### src/sv/tmws_pkg.sv
// ----------------------------------------------------------------------------
// tmws_pkg: shared types and constants of the winding sequencer
// Holds the state codes, the power command codes, the configuration register
// indexes and the structs that move between the sequencer's modules.
// ----------------------------------------------------------------------------
`default_nettype none

package tmws_pkg;

  // Default microstep setting of the drivers.
  localparam int unsigned MICROSTEPS_DEF = 16;

  // Full steps in one motor turn.
  localparam int unsigned STEPS_PER_TURN = 200;

  // Reciprocal used to split a position into whole turns and a remainder.
  localparam int unsigned RECIP_SHIFT = 32;
  localparam int unsigned RECIP_W     = 25;
  localparam int unsigned POS_W       = 16;
  localparam int unsigned Q_W         = POS_W + RECIP_W - RECIP_SHIFT;

  // Field widths.
  localparam int unsigned TGT_W   = 17;
  localparam int unsigned CFG_W   = 27;
  localparam int unsigned CIDX_W  = 3;

  // Register reset values.
  localparam logic [26:0] REST_MS_RST     = 27'd360000;
  localparam logic [19:0] PHASE_MS_RST    = 20'd1111;
  localparam logic [14:0] WIND_TGT_RST    = 15'd28800;
  localparam logic [15:0] RUN_SPEED_RST   = 16'd240;
  localparam logic [15:0] HOME_SPEED_RST  = 16'd4000;

  // Sequencer states.
  typedef enum logic [3:0] {
    ST_BOOT        = 4'd0,
    ST_IDLE        = 4'd1,
    ST_START1      = 4'd2,
    ST_START2      = 4'd3,
    ST_START3      = 4'd4,
    ST_RUNNING     = 4'd5,
    ST_HOMING      = 4'd6,
    ST_DOOR_OPENED = 4'd7,
    ST_TRAVEL_HOME = 4'd8,
    ST_DOOR_PAUSED = 4'd9
  } state_t;

  // Driver power commands.
  typedef enum logic [1:0] {
    PWR_NONE    = 2'd0,
    PWR_DISABLE = 2'd1,
    PWR_ENABLE  = 2'd2
  } power_t;

  // Configuration register indexes.
  typedef enum logic [2:0] {
    REG_REST_MS     = 3'd0,
    REG_PHASE_MS    = 3'd1,
    REG_WIND_TARGET = 3'd2,
    REG_RUN_SPEED   = 3'd3,
    REG_HOME_SPEED  = 3'd4
  } cfg_idx_t;

  // Current configuration.
  typedef struct packed {
    logic [26:0] rest_ms;
    logic [19:0] phase_delay_ms;
    logic [14:0] wind_target_steps;
    logic [15:0] run_speed_hz;
    logic [15:0] homing_speed_hz;
  } cfg_t;

  // Decision of the sequencer for one item.
  typedef struct packed {
    state_t      state_code;
    logic [2:0]  move_mask;
    logic [14:0] run_tgt;
    logic        turn_sel;
    logic        speed_set;
    logic [15:0] speed_hz;
    power_t      power_cmd;
    logic        zero_positions;
    logic        start_homing;
  } ctrl_res_t;

endpackage

`default_nettype wire

### src/sv/three_motor_winding_sequencer_unit.sv
// ----------------------------------------------------------------------------
// three_motor_winding_sequencer_unit: winding sequencer for three steppers
// Usage: one item per control tick carries the door switch, the running flag,
// the millisecond time and the three pulse counter readings. Each item gives
// exactly one result item with the next state and the commands for the
// drivers (moves with targets, speed, power, position zeroing, homing start).
// Configuration is written over the cfg_ channel (cfg_ready is always high).
// Write it only while no item is in flight; the block does not enforce this.
// Pipeline: input register, decision register with the whole-turn quotient,
// output register. The whole-turn remainder is split over two register stages.
// Throughput: one item per cycle unless out_stall holds the pipeline; the
// control state updates once per item.
// Reset: the state goes to boot, the direction to forward, the configuration
// registers to their defaults and the pipeline empties.
// Stall: when out_stall holds a result, the stages behind it fill up and
// in_stall rises once the input register cannot move on.
// ----------------------------------------------------------------------------
`default_nettype none

module three_motor_winding_sequencer_unit #(
  parameter int unsigned MICROSTEPS = tmws_pkg::MICROSTEPS_DEF
) (
  input  wire logic               clk,
  input  wire logic               rst_n,
  // input channel
  input  wire logic               in_valid,
  output logic                    in_stall,
  input  wire logic               in_door_closed,
  input  wire logic               in_any_motor_running,
  input  wire logic [31:0]        in_time_ms,
  input  wire logic signed [15:0] in_x_position,
  input  wire logic signed [15:0] in_y_position,
  input  wire logic signed [15:0] in_z_position,
  // result channel
  output logic                    out_valid,
  input  wire logic               out_stall,
  output logic [3:0]              out_state_code,
  output logic [2:0]              out_move_mask,
  output logic signed [16:0]      out_x_target,
  output logic signed [16:0]      out_y_target,
  output logic signed [16:0]      out_z_target,
  output logic                    out_speed_set,
  output logic [15:0]             out_speed_hz,
  output logic [1:0]              out_power_cmd,
  output logic                    out_zero_positions,
  output logic                    out_start_homing,
  // configuration
  input  wire logic               cfg_valid,
  output logic                    cfg_ready,
  input  wire logic [2:0]         cfg_index,
  input  wire logic [26:0]        cfg_data
);

  tmws_pkg::cfg_t      cfg;
  tmws_pkg::ctrl_res_t ctrl_res;
  tmws_pkg::ctrl_res_t s1_r;
  tmws_pkg::ctrl_res_t s2_r;
  logic                fwd;

  logic v0_r, v1_r, v2_r;
  logic rdy0, rdy1, rdy2;
  logic adv0, adv1, adv2;

  logic               d0_door_r;
  logic               d0_running_r;
  logic [31:0]        d0_time_r;
  logic signed [15:0] d0_x_r, d0_y_r, d0_z_r;

  logic [16:0] x_turn, y_turn, z_turn;
  logic [16:0] x_tgt_r, y_tgt_r, z_tgt_r;
  logic [16:0] run_tgt17;

  // Pipeline flow control: a stage moves when the one ahead is free or moving.
  always_comb begin
    rdy2 = !v2_r || !out_stall;
    rdy1 = !v1_r || rdy2;
    rdy0 = !v0_r || rdy1;
    adv2 = v1_r && rdy2;
    adv1 = v0_r && rdy1;
    adv0 = in_valid && rdy0;
  end

  assign in_stall  = !rdy0;
  assign cfg_ready = 1'b1;

  always_ff @(posedge clk) begin
    if (!rst_n) begin
      v0_r <= 1'b0;
      v1_r <= 1'b0;
      v2_r <= 1'b0;
    end else begin
      if (rdy0) v0_r <= in_valid;
      if (rdy1) v1_r <= v0_r;
      if (rdy2) v2_r <= v1_r;
    end
  end

  // Input register.
  always_ff @(posedge clk) begin
    if (adv0) begin
      d0_door_r    <= in_door_closed;
      d0_running_r <= in_any_motor_running;
      d0_time_r    <= in_time_ms;
      d0_x_r       <= in_x_position;
      d0_y_r       <= in_y_position;
      d0_z_r       <= in_z_position;
    end
  end

  tmws_cfg u_cfg (
    .clk      (clk),
    .rst_n    (rst_n),
    .wr_en    (cfg_valid && cfg_ready),
    .wr_index (cfg_index),
    .wr_data  (cfg_data),
    .cfg_o    (cfg)
  );

  tmws_ctrl u_ctrl (
    .clk         (clk),
    .rst_n       (rst_n),
    .adv         (adv1),
    .door_closed (d0_door_r),
    .any_running (d0_running_r),
    .time_ms     (d0_time_r),
    .cfg         (cfg),
    .res_o       (ctrl_res),
    .fwd_o       (fwd)
  );

  tmws_turn #(.MICROSTEPS(MICROSTEPS)) u_turn_x (
    .clk (clk), .load (adv1), .pos_i (d0_x_r), .fwd_i (fwd), .target_o (x_turn)
  );

  tmws_turn #(.MICROSTEPS(MICROSTEPS)) u_turn_y (
    .clk (clk), .load (adv1), .pos_i (d0_y_r), .fwd_i (fwd), .target_o (y_turn)
  );

  tmws_turn #(.MICROSTEPS(MICROSTEPS)) u_turn_z (
    .clk (clk), .load (adv1), .pos_i (d0_z_r), .fwd_i (fwd), .target_o (z_turn)
  );

  // Decision register.
  always_ff @(posedge clk) begin
    if (adv1) s1_r <= ctrl_res;
  end

  // Output register: pick whole-turn targets or the run target per motor.
  assign run_tgt17 = {2'b00, s1_r.run_tgt};

  always_ff @(posedge clk) begin
    if (adv2) begin
      s2_r    <= s1_r;
      x_tgt_r <= s1_r.turn_sel ? x_turn : (s1_r.move_mask[0] ? run_tgt17 : 17'd0);
      y_tgt_r <= s1_r.turn_sel ? y_turn : (s1_r.move_mask[1] ? run_tgt17 : 17'd0);
      z_tgt_r <= s1_r.turn_sel ? z_turn : (s1_r.move_mask[2] ? run_tgt17 : 17'd0);
    end
  end

  assign out_valid          = v2_r;
  assign out_state_code     = s2_r.state_code;
  assign out_move_mask      = s2_r.move_mask;
  assign out_x_target       = x_tgt_r;
  assign out_y_target       = y_tgt_r;
  assign out_z_target       = z_tgt_r;
  assign out_speed_set      = s2_r.speed_set;
  assign out_speed_hz       = s2_r.speed_hz;
  assign out_power_cmd      = s2_r.power_cmd;
  assign out_zero_positions = s2_r.zero_positions;
  assign out_start_homing   = s2_r.start_homing;

  // Homing is always followed by the first motor start.
  a_homing_next: assert property (@(posedge clk) disable iff (!rst_n)
    (out_valid && out_start_homing) |-> (out_state_code == tmws_pkg::ST_START1))
    else $error("homing not followed by start1");

  // Enabling the drivers comes only with zeroing and a new homing.
  a_enable_zero: assert property (@(posedge clk) disable iff (!rst_n)
    (out_valid && out_power_cmd == tmws_pkg::PWR_ENABLE) |->
      (out_zero_positions && out_speed_set && out_state_code == tmws_pkg::ST_HOMING))
    else $error("enable without zeroing and homing");

  // A move of all three motors is the door escape and always sets the speed.
  a_escape_speed: assert property (@(posedge clk) disable iff (!rst_n)
    (out_valid && out_move_mask == 3'b111) |->
      (out_speed_set && out_state_code == tmws_pkg::ST_TRAVEL_HOME))
    else $error("three-motor move without speed change");

endmodule

`default_nettype wire

### src/sv/tmws_cfg.sv
// ----------------------------------------------------------------------------
// tmws_cfg: configuration registers
// Five registers written through an index and data write channel.
// Writes to unused indexes are dropped.
// ----------------------------------------------------------------------------
`default_nettype none

module tmws_cfg (
  input  wire logic                     clk,
  input  wire logic                     rst_n,
  input  wire logic                     wr_en,
  input  wire logic [2:0]               wr_index,
  input  wire logic [26:0]              wr_data,
  output tmws_pkg::cfg_t                cfg_o
);

  tmws_pkg::cfg_t cfg_r;

  // Register file write.
  always_ff @(posedge clk) begin
    if (!rst_n) begin
      cfg_r.rest_ms           <= tmws_pkg::REST_MS_RST;
      cfg_r.phase_delay_ms    <= tmws_pkg::PHASE_MS_RST;
      cfg_r.wind_target_steps <= tmws_pkg::WIND_TGT_RST;
      cfg_r.run_speed_hz      <= tmws_pkg::RUN_SPEED_RST;
      cfg_r.homing_speed_hz   <= tmws_pkg::HOME_SPEED_RST;
    end else if (wr_en) begin
      unique case (wr_index)
        tmws_pkg::REG_REST_MS:     cfg_r.rest_ms           <= wr_data;
        tmws_pkg::REG_PHASE_MS:    cfg_r.phase_delay_ms    <= wr_data[19:0];
        tmws_pkg::REG_WIND_TARGET: cfg_r.wind_target_steps <= wr_data[14:0];
        tmws_pkg::REG_RUN_SPEED:   cfg_r.run_speed_hz      <= wr_data[15:0];
        tmws_pkg::REG_HOME_SPEED:  cfg_r.homing_speed_hz   <= wr_data[15:0];
        default: begin
        end
      endcase
    end
  end

  assign cfg_o = cfg_r;

endmodule

`default_nettype wire

### src/sv/tmws_turn.sv
// ----------------------------------------------------------------------------
// tmws_turn: next whole turn for one motor
// Splits a signed position into turns and remainder with a reciprocal
// multiply, registers it, then corrects the remainder and forms the target.
// ----------------------------------------------------------------------------
`default_nettype none

module tmws_turn #(
  parameter int unsigned MICROSTEPS = tmws_pkg::MICROSTEPS_DEF
) (
  input  wire logic               clk,
  input  wire logic               load,
  input  wire logic signed [15:0] pos_i,
  input  wire logic               fwd_i,
  output logic [16:0]             target_o
);

  localparam int unsigned RW   = tmws_pkg::RECIP_W;
  localparam int unsigned QW   = tmws_pkg::Q_W;
  localparam int unsigned PW   = tmws_pkg::POS_W + RW;
  localparam int unsigned REV  = tmws_pkg::STEPS_PER_TURN * MICROSTEPS;
  localparam logic [RW-1:0] RECIP = RW'((64'd1 << tmws_pkg::RECIP_SHIFT) / REV);
  localparam logic [16:0] REV17 = 17'(REV);
  localparam logic [18:0] REV19 = 19'(REV);

  logic          neg;
  logic [15:0]   mag;
  logic [PW-1:0] prod;

  logic signed [15:0] pos_r;
  logic               neg_r;
  logic [15:0]        mag_r;
  logic [QW-1:0]      q_r;
  logic               fwd_r;

  logic [31:0]        qrev;
  logic [16:0]        rem_raw;
  logic [16:0]        rem;
  logic signed [18:0] rem_s;
  logic signed [18:0] pos19;
  logic signed [18:0] tgt19;

  // Magnitude and estimated turn count (may be one low).
  always_comb begin
    neg  = pos_i[15];
    mag  = neg ? 16'(-pos_i) : 16'(pos_i);
    prod = PW'(mag) * PW'(RECIP);
  end

  always_ff @(posedge clk) begin
    if (load) begin
      pos_r <= pos_i;
      neg_r <= neg;
      mag_r <= mag;
      q_r   <= prod[PW-1:tmws_pkg::RECIP_SHIFT];
      fwd_r <= fwd_i;
    end
  end

  // Remainder with one correction step, then the turn boundary ahead or behind.
  always_comb begin
    qrev    = 32'(q_r) * 32'(REV);
    rem_raw = {1'b0, mag_r} - qrev[16:0];
    rem     = (rem_raw >= REV17) ? (rem_raw - REV17) : rem_raw;
    rem_s   = neg_r ? -$signed({2'b00, rem}) : $signed({2'b00, rem});
    pos19   = {{3{pos_r[15]}}, pos_r};
    tgt19   = fwd_r ? (pos19 + $signed(REV19) - rem_s) : (pos19 - rem_s);
  end

  assign target_o = tgt19[16:0];

endmodule

`default_nettype wire

### src/sv/tmws_ctrl.sv
// ----------------------------------------------------------------------------
// tmws_ctrl: sequencer state and per-item decision
// Holds the present and pending states, the state-entry time and flag and the
// run direction, and decides the commands for the item in the input register.
// ----------------------------------------------------------------------------
`default_nettype none

module tmws_ctrl (
  input  wire logic           clk,
  input  wire logic           rst_n,
  input  wire logic           adv,
  input  wire logic           door_closed,
  input  wire logic           any_running,
  input  wire logic [31:0]    time_ms,
  input  wire tmws_pkg::cfg_t cfg,
  output tmws_pkg::ctrl_res_t res_o,
  output logic                fwd_o
);

  tmws_pkg::state_t present_r, pending_r;
  tmws_pkg::state_t pend_mid, pending_nxt;
  logic             entry_flag_r;
  logic [31:0]      entry_time_r, entry_time_nxt;
  logic             fwd_r, fwd_nxt;
  logic             door_trip;
  logic             changed;
  logic             entry_now;
  logic [31:0]      elapsed;
  logic             rest_done;
  logic             phase_done;

  // State entry bookkeeping and the door check ahead of the state logic.
  always_comb begin
    door_trip = !door_closed &&
                (present_r != tmws_pkg::ST_DOOR_OPENED) &&
                (present_r != tmws_pkg::ST_TRAVEL_HOME) &&
                (present_r != tmws_pkg::ST_DOOR_PAUSED);
    pend_mid       = door_trip ? tmws_pkg::ST_DOOR_OPENED : pending_r;
    changed        = (present_r != pend_mid);
    entry_time_nxt = changed ? time_ms : entry_time_r;
    entry_now      = changed || entry_flag_r;
    elapsed        = time_ms - entry_time_nxt;
    rest_done      = elapsed > {5'd0, cfg.rest_ms};
    phase_done     = elapsed > {12'd0, cfg.phase_delay_ms};
  end

  // Next state and commands.
  always_comb begin
    pending_nxt          = pend_mid;
    fwd_nxt              = fwd_r;
    res_o                = '0;
    res_o.power_cmd      = tmws_pkg::PWR_NONE;
    res_o.run_tgt        = fwd_r ? cfg.wind_target_steps : 15'd0;
    unique case (pend_mid)
      tmws_pkg::ST_IDLE: begin
        if (rest_done) pending_nxt = tmws_pkg::ST_START1;
      end
      tmws_pkg::ST_START1: begin
        if (entry_now) res_o.move_mask = 3'b001;
        if (phase_done) pending_nxt = tmws_pkg::ST_START2;
      end
      tmws_pkg::ST_START2: begin
        if (entry_now) res_o.move_mask = 3'b010;
        if (phase_done) pending_nxt = tmws_pkg::ST_START3;
      end
      tmws_pkg::ST_START3: begin
        if (entry_now) res_o.move_mask = 3'b100;
        if (phase_done) pending_nxt = tmws_pkg::ST_RUNNING;
      end
      tmws_pkg::ST_RUNNING: begin
        if (!any_running) begin
          fwd_nxt     = !fwd_r;
          pending_nxt = tmws_pkg::ST_IDLE;
        end
      end
      tmws_pkg::ST_HOMING: begin
        res_o.start_homing = 1'b1;
        pending_nxt        = tmws_pkg::ST_START1;
      end
      tmws_pkg::ST_DOOR_OPENED: begin
        if (any_running) begin
          res_o.speed_set = 1'b1;
          res_o.speed_hz  = cfg.homing_speed_hz;
          res_o.move_mask = 3'b111;
          res_o.turn_sel  = 1'b1;
        end
        pending_nxt = tmws_pkg::ST_TRAVEL_HOME;
      end
      tmws_pkg::ST_TRAVEL_HOME: begin
        if (!any_running) pending_nxt = tmws_pkg::ST_DOOR_PAUSED;
      end
      tmws_pkg::ST_DOOR_PAUSED: begin
        if (entry_now) res_o.power_cmd = tmws_pkg::PWR_DISABLE;
        // Door already shut again: enable wins over the disable of this item.
        if (door_closed) begin
          res_o.power_cmd      = tmws_pkg::PWR_ENABLE;
          res_o.zero_positions = 1'b1;
          res_o.speed_set      = 1'b1;
          res_o.speed_hz       = cfg.run_speed_hz;
          fwd_nxt              = 1'b1;
          pending_nxt          = tmws_pkg::ST_HOMING;
        end
      end
      tmws_pkg::ST_BOOT: begin
        pending_nxt = tmws_pkg::ST_HOMING;
      end
      default: begin
        pending_nxt = tmws_pkg::ST_HOMING;
      end
    endcase
    res_o.state_code = pending_nxt;
  end

  // State registers advance once per item.
  always_ff @(posedge clk) begin
    if (!rst_n) begin
      present_r    <= tmws_pkg::ST_BOOT;
      pending_r    <= tmws_pkg::ST_BOOT;
      entry_flag_r <= 1'b1;
      entry_time_r <= 32'd0;
      fwd_r        <= 1'b1;
    end else if (adv) begin
      present_r    <= pend_mid;
      pending_r    <= pending_nxt;
      entry_flag_r <= 1'b0;
      entry_time_r <= entry_time_nxt;
      fwd_r        <= fwd_nxt;
    end
  end

  assign fwd_o = fwd_r;

  // The entry flag only survives until the first item after reset.
  a_entry_flag_clears: assert property (@(posedge clk) disable iff (!rst_n)
    adv |=> !entry_flag_r)
    else $error("entry flag still set after an item");

  // Closing the door from the pause always restores forward winding.
  a_door_close_fwd: assert property (@(posedge clk) disable iff (!rst_n)
    (adv && pend_mid == tmws_pkg::ST_DOOR_PAUSED && door_closed) |=> fwd_r)
    else $error("direction not forward after door close");

endmodule

`default_nettype wire

### config.mk
export PLATFORM = sky130hd
export DESIGN_NAME = three_motor_winding_sequencer_unit
export DESIGN_NICKNAME = d
export VERILOG_FILES = /design/src/sv/tmws_pkg.sv /design/src/sv/three_motor_winding_sequencer_unit.sv /design/src/sv/tmws_cfg.sv /design/src/sv/tmws_turn.sv /design/src/sv/tmws_ctrl.sv
export SDC_FILE = /design/constraint.sdc
export NUM_CORES = 2
export LEC_CHECK = 0
export ABC_AREA = 1
export BUFFER_PORTS_ARGS = -buffer_cell sky130_fd_sc_hd__buf_2
export CAP_MARGIN = 10
export CORE_UTILIZATION = 51
export CTS_BUF_LIST = sky130_fd_sc_hd__clkbuf_4 sky130_fd_sc_hd__clkbuf_8 sky130_fd_sc_hd__clkbuf_16
export CTS_CLUSTER_SIZE = 40
export DETAILED_ROUTE_END_ITERATION = 6
export PLACE_DENSITY = 0.73
export SETUP_SLACK_MARGIN = 0.1
export SYNTH_ARGS = -nofsm -noshare
export SYNTH_HDL_FRONTEND = slang
export SYNTH_HIERARCHICAL = 1
export SYNTH_SLANG_ARGS = --single-unit
### constraint.sdc
create_clock -name clk -period 12.9 [get_ports clk]
set_input_delay 1.935 -clock clk [delete_from_list [all_inputs] [get_ports clk]]
set_output_delay 1.935 -clock clk [all_outputs]
set_load 0.01 [all_outputs]
# Yosys cells after proc, flatten, opt, wreduce, memory -nomap -nowiden
# Cells that the tools add are included.
dict set report word_totals {
  wordCells 172
  ff_bits 459
}
dict set report classes {
  mux 41
  addsub 22
  reduce_logical 26
  mul 6
  bitwise 1
  eq_ne 19
  magnitude_cmp 5
}
# operator n
set ops {}
lappend ops {{$mux W17} 12}
lappend ops {{$mul A16 B21 Y37 const B} 3}
lappend ops {{$sub A16 B17 Y17} 6}
lappend ops {{$add A16 B13 Y17 const B} 3}
lappend ops {{$ge A17 B12 Y1 const B} 3}
lappend ops {{$neg A17 Y17} 3}
lappend ops {{$sub A17 B12 Y17 const B} 3}
lappend ops {{$sub A17 B17 Y17} 3}
lappend ops {{$mux W16} 3}
lappend ops {{$neg A16 Y16} 3}
lappend ops {{$mux W15} 3}
lappend ops {{$pmux W4 S9} 1}
lappend ops {{$pmux W17 S2} 1}
lappend ops {{$gt A32 B20 Y1} 1}
lappend ops {{$gt A32 B27 Y1} 1}
lappend ops {{$mux W32} 1}
lappend ops {{$mux W4} 8}
lappend ops {{$sub A32 B32 Y32} 1}
lappend ops {{$mul A5 B5 Y10 const B} 3}
lappend ops {{$mux W20} 1}
lappend ops {{$mux W18} 1}
lappend ops {{$eq A4 B3 Y1 const B} 4}
lappend ops {{$pmux W3 S4} 1}
lappend ops {{$reduce_and A2 Y1} 5}
lappend ops {{22 further kinds} 46}

# Depth between registers and ports, before layout
dict set report depth {
  ltp_word 11
  ltp_mapped 45
  mapped_depth_nobuf 43
}

# Cells and area by module
# Netlist, hierarchy kept.
# mod cells_per_inst seq_area_each_um2 area_per_inst_um2 instances
set modules_own_cells {}
lappend modules_own_cells {{tmws_turn (u_turn_x)} 1198 1111.1 9895.7 1}
lappend modules_own_cells {{tmws_turn (u_turn_z)} 1186 1111.1 9883.2 1}
lappend modules_own_cells {{tmws_turn (u_turn_y)} 1182 1111.1 9803.2 1}
lappend modules_own_cells {three_motor_winding_sequencer_unit 358 6216.0 7024.2 1}
lappend modules_own_cells {tmws_ctrl 981 840.8 6075.8 1}
lappend modules_own_cells {tmws_cfg 524 1881.8 3711.1 1}

# Worst setup path after synthesis
# OpenSTA, ideal clock, no wires.
dict set report synth_timing {
  kind {reg-to-reg}
  startpoint {reg d0_x_r[0]}
  endpoint {reg u_turn_x.q_r[4] (data pin)}
  synth_period_minus_slack_ns 7.593
  setup_ns 0.276
  setup_slack_ns 5.307
  t_required_ns 12.624
  path_buffers 0
  t_arrival_ns 7.317
  stages_incl_launch_ff 25
  cell_sequence {edfxtp_1 nor3_1 nand3_1 nand3b_1 nor3_1 nand2_1 or3_1 nor4_1 fa_1 fa_1 fa_1 inv_1 fa_1 fa_1 fa_1 ha_1 a21oi_1 nor2_1 nor2_1 a21oi_1 a2111oi_0 nand2_1 nand2_1 o311ai_0 xor2_1}
}
dict set report synth_via {
  elab_chain_len 3
}
# element line
set synth_lines {}
lappend synth_lines {{start, declared} three_motor_winding_sequencer_unit.sv:67} ;# logic signed [15:0] d0_x_r, d0_y_r, d0_z_r;
lappend synth_lines {{start signal, assigned} three_motor_winding_sequencer_unit.sv:104} ;# d0_x_r <= in_x_position;
lappend synth_lines {{$neg A16 Y16} tmws_turn.sv:46} ;# mag = neg ? 16'(-pos_i) : 16'(pos_i);
lappend synth_lines {{$mux W16} tmws_turn.sv:46}
lappend synth_lines {{net u_turn_x.mag[15]} tmws_turn.sv:27} ;# logic [15:0] mag;
lappend synth_lines {{$mul A16 B21 Y37} tmws_turn.sv:47} ;# prod = PW'(mag) * PW'(RECIP);
lappend synth_lines {{net u_turn_x.prod[36]} tmws_turn.sv:28} ;# logic [PW-1:0] prod;
lappend synth_lines {{end signal, assigned} tmws_turn.sv:55} ;# q_r <= prod[PW-1:tmws_pkg::RECIP_SHIFT];
lappend synth_lines {{end, declared} tmws_turn.sv:33} ;# logic [QW-1:0] q_r;
# The timed path passes the listed nets, and every way through them passes these cells.
# A chain may end at the register's enable or synchronous reset.

# Worst setup path in the final report
dict set report layout_timing {
  startpoint {reg d0_y_r[0]}
  endpoint {reg u_turn_y.q_r[4] (data pin)}
}
dict set report layout_via {
  elab_chain_len 3
}
# element line
set layout_lines {}
lappend layout_lines {{start, declared} three_motor_winding_sequencer_unit.sv:67}
lappend layout_lines {{start signal, assigned} three_motor_winding_sequencer_unit.sv:105} ;# d0_y_r <= in_y_position;
lappend layout_lines {{$neg A16 Y16} tmws_turn.sv:46}
lappend layout_lines {{$mux W16} tmws_turn.sv:46}
lappend layout_lines {{net u_turn_y.mag[8]} tmws_turn.sv:27}
lappend layout_lines {{$mul A16 B21 Y37} tmws_turn.sv:47}
lappend layout_lines {{net u_turn_y.prod[36]} tmws_turn.sv:28}
lappend layout_lines {{end signal, assigned} tmws_turn.sv:55}
lappend layout_lines {{end, declared} tmws_turn.sv:33}
# The timed path passes the listed nets, and every way through them passes these cells.

==> run metrics <==
final hold viol count=0; critical path data required time=13300 ps; register area share after synthesis=0.265; library cell with the highest instance count after synthesis=sky130_fd_sc_hd__inv_1; vias after detailed routing=~36000; arrival time at the worst endpoint=8160 ps; count of unresolved DRC violations after routing=0; final critical-path share of the clock period=0.602; antenna violations before repair=5; worst-case headroom to the max-slew limit=0.208; worst-case register-to-register setup slack=5140 ps; setup repair after global routing missed its margin=false; Yosys warnings=6; beginning of the worst hold path=s1_r[41]$_DFFE_PP_; average detailed-routed wire length per instance=17.0 um; syn_nets=~6600; initial core utilization=0.515; post_cts resized=0; number of buffers inserted during clock tree synthesis=53; critical path's largest stage delay=700 ps; count of H-tree levels built during CTS=2; fraction of post-synthesis cell area in the top cell type by area=0.205; buffer depth of the longest clock path=3; leading cell types by total area after synthesis=sky130_fd_sc_hd__edfxtp_1 (20%), sky130_fd_sc_hd__ha_1 (18%), sky130_fd_sc_hd__fa_1 (15%); instance count of the mapped netlist=about 5400; Synth top cells by count=sky130_fd_sc_hd__inv_1 (1060), sky130_fd_sc_hd__nand2_1 (989), sky130_fd_sc_hd__ha_1 (682); number of buffers inserted by port buffering=between 150 and 200; start point of the critical path=d0_y_r[0]$_DFFE_PP_; worst min-delay path category=flop to flop; sum of routed wire length over all layers=116 mm; number of max-capacitance violations reported=0; row count=110; global placer's final weighted congestion=0.963; highest attainable clock frequency=129 MHz; worst setup path class=flop to flop; DR pass1 iterations=6; Total Nets Final=6772; ratio of routed vias to standard cells=5.27; DR iter-0 viols=2458; clock latency at the later pin of the worst-skew pair=between 600 and 700 ps; largest net degree at the start of global routing=105; top flip-flop cell by instance count after synthesis=sky130_fd_sc_hd__edfxtp_1; Least-Margin Pin Slew=1180 ps; Final min period=7760 ps; first-pass GRT wire length=187 mm; most frequent cell on the critical path=sky130_fd_sc_hd__fa_1; final setup violation count=0; status=finished, final reports clean; number of post-CTS setup repair buffers=0; Die H=304 um; number of global-route vias before repair=35800; worst flop-to-flop path startpoint=d0_y_r[0]$_DFFE_PP_; count of pins on the block boundary=199; area of the mapped netlist=0.0464 mm^2; number of pins with negative max-slew slack in the final report=0; met3 Resource Use GR=0.0420; Synth async-reset ratio=0; HPWL reported at the end of detailed placement=95.7 mm; layer with the highest usage after global routing=met2; Die W=around 300 um; number of distinct library cells after synthesis=70; Clk pin slew, worst setup/hold paths=60 ps; standard cell with the maximum stage delay on the critical path=sky130_fd_sc_hd__xor2_1; clock net sink count=455; setup TNS=0 ps; all-layer global routing usage=0.255; overflow left after global routing=0; CTS tree=yes; Clock Skews=23.9 ps; number of synthesized flops with an enable pin=316; Die Outline Area=0.0922 mm^2; post-synthesis to final-layout area growth=8.70%; post-route ant nets=0; core box area=0.0900 mm^2; crit path capture type=flop; FF+latch count, synth=about 460; maximum fanout encountered on the critical timing path=13; fraction of layout cells with a size suffix above 1=0.0972; Avg Inst Size Synth=8.55 um^2; buffer type at the clock tree root=sky130_fd_sc_hd__clkbuf_16; CTS hold repair buffers=0; Setup crit start kind=flop; library cell occupying the most area in the post-synthesis netlist=sky130_fd_sc_hd__edfxtp_1; met1 demand-to-capacity share in global routing=0.342; global-route track usage on met2=0.418
-- worst paths after layout --
path                            endpoint  depth (start not counted)
max            u_turn_y/q_r[4]$_DFFE_PP_                         29
min          out_state_code[1]$_DFFE_PP_                          0
max reg2reg    u_turn_y/q_r[4]$_DFFE_PP_                         29
min reg2reg  out_state_code[1]$_DFFE_PP_                          0
-- layout make-up --
type | count | area (um^2)
well taps | 1176 | 1470
flip-flops and latches | 455 | 12300
inverters | 1083 | 4080
multi-input cells | 3807 | 29600
repair buffers | 228 | 1220
clock buffers | 68 | 1480
diodes | 1 | 2.50
fillers | 8186 | 39600
clock inverters | 30 | 287
-- placed cells by master (no fill, tap or decap), types with 10 or more instances in the layout --
cell type | synthesis | final
sky130_fd_sc_hd__nand2_2 | 60 | 60
sky130_fd_sc_hd__nor4_1 | 16 | 13
sky130_fd_sc_hd__edfxtp_1 | 316 | 316
sky130_fd_sc_hd__nand2_1 | 989 | 989
sky130_fd_sc_hd__nand2_4 | 14 | 14
sky130_fd_sc_hd__a31oi_1 | 22 | 22
sky130_fd_sc_hd__nor2_4 | 13 | 16
sky130_fd_sc_hd__mux2i_1 | 23 | 23
sky130_fd_sc_hd__o21bai_1 | 19 | 19
sky130_fd_sc_hd__ha_1 | 682 | 682
sky130_fd_sc_hd__o211ai_1 | 26 | 26
sky130_fd_sc_hd__or2_2 | 15 | 15
sky130_fd_sc_hd__clkbuf_16 | 0 | 53
sky130_fd_sc_hd__o21ai_0 | 206 | 206
sky130_fd_sc_hd__dfxtp_1 | 139 | 139
sky130_fd_sc_hd__o21ai_2 | 38 | 38
sky130_fd_sc_hd__o21a_1 | 10 | 10
sky130_fd_sc_hd__nand3b_1 | 14 | 14
sky130_fd_sc_hd__o31ai_1 | 12 | 12
sky130_fd_sc_hd__a211oi_1 | 17 | 17
sky130_fd_sc_hd__inv_1 | 1060 | 1059
sky130_fd_sc_hd__fa_1 | 345 | 345
sky130_fd_sc_hd__nand4_1 | 50 | 50
sky130_fd_sc_hd__nand3_1 | 271 | 271
sky130_fd_sc_hd__xnor2_1 | 47 | 47
sky130_fd_sc_hd__nand3_2 | 19 | 19
sky130_fd_sc_hd__buf_4 | 11 | 32
sky130_fd_sc_hd__nor2_2 | 24 | 26
sky130_fd_sc_hd__xor2_1 | 108 | 108
sky130_fd_sc_hd__a22o_1 | 16 | 16
sky130_fd_sc_hd__clkinv_1 | 3 | 10
sky130_fd_sc_hd__clkinv_2 | 0 | 10
sky130_fd_sc_hd__a21oi_1 | 241 | 241
sky130_fd_sc_hd__nor2_1 | 383 | 378
sky130_fd_sc_hd__buf_2 | 23 | 196
sky130_fd_sc_hd__nor3_1 | 52 | 52
sky130_fd_sc_hd__inv_2 | 19 | 19
-- routing by layer --
| layer | vias up | share of wire |
|---|---|---|
| met5 | - | 0.00023 |
| met4 | 4 | 0.032 |
| met3 | 198 | 0.060 |
| met2 | 931 | 0.46 |
| met1 | 17000 | 0.45 |
| li1 | 17900 | - |
-- state kept, by name (all words and copies together) (netlist names), 5 cells and up --
register             count
u_turn_x/q_r             5
d0_x_r                  16
run_tgt17               15
out_speed_hz            16
out_z_target            17
u_turn_y/pos_r          16
s1_r                    29
u_cfg/cfg_o             94
out_y_target            17
u_turn_y/q_r             5
u_turn_y/mag_r          15
u_turn_z/mag_r          15
u_ctrl/entry_time_r     32
u_turn_x/mag_r          15
d0_time_r               32
out_x_target            17
d0_y_r                  16
u_turn_z/q_r             5
d0_z_r                  16
u_turn_z/pos_r          16
u_turn_x/pos_r          16
-- cells by family after synthesis --
family | count (synthesis) | share of synthesized area
simple gates | 1936 | 0.185
mux | 23 | 0.00496
flops | 455 | 0.265
compound gates | 658 | 0.0837
xor+xnor | 159 | 0.0307
fa+ha+maj | 1027 | 0.333
buf+inv | 1167 | 0.0980
other cells | 4 | 0.000324
-- worst max-delay path: cells and delay by family, from the launching register on --
| family | cells | cell delay (ps) |
|---|---|---|
| AO/OA/AOI/OAI | 5 | 810 |
| XOR/XNOR | 1 | 700 |
| adder cells (fa/ha/maj) | 8 | 3670 |
| buffers and inverters | 6 | 800 |
| flip-flops | 1 | 360 |
| AND/OR/NAND/NOR | 9 | 1130 |
-- through the flow --
| stage | instances | instance area, um^2 | worst slack [ps] | hold WS (ps) | utilization |
|---|---|---|---|---|---|
| 6_report | 6848 | 50400 | 5140 | 416 | 0.560 |
| 5_1_grt | 6848 | 50400 | 4560 | 426 | 0.560 |
| 4_1_cts | 6847 | 50400 | 5160 | 418 | 0.560 |
| 3_5_place_dp | 6749 | 48700 | 5190 | 405 | 0.541 |
| 3_3_place_gp | 6749 | 48700 | 5250 | 403 | 0.541 |
| 2_1_floorplan | 5429 | 46400 | 5310 | 400 | - |
Power is left out: the tool's default activity adds up to more than one toggle a clock period on the data nets, which glitch-free logic cannot reach.
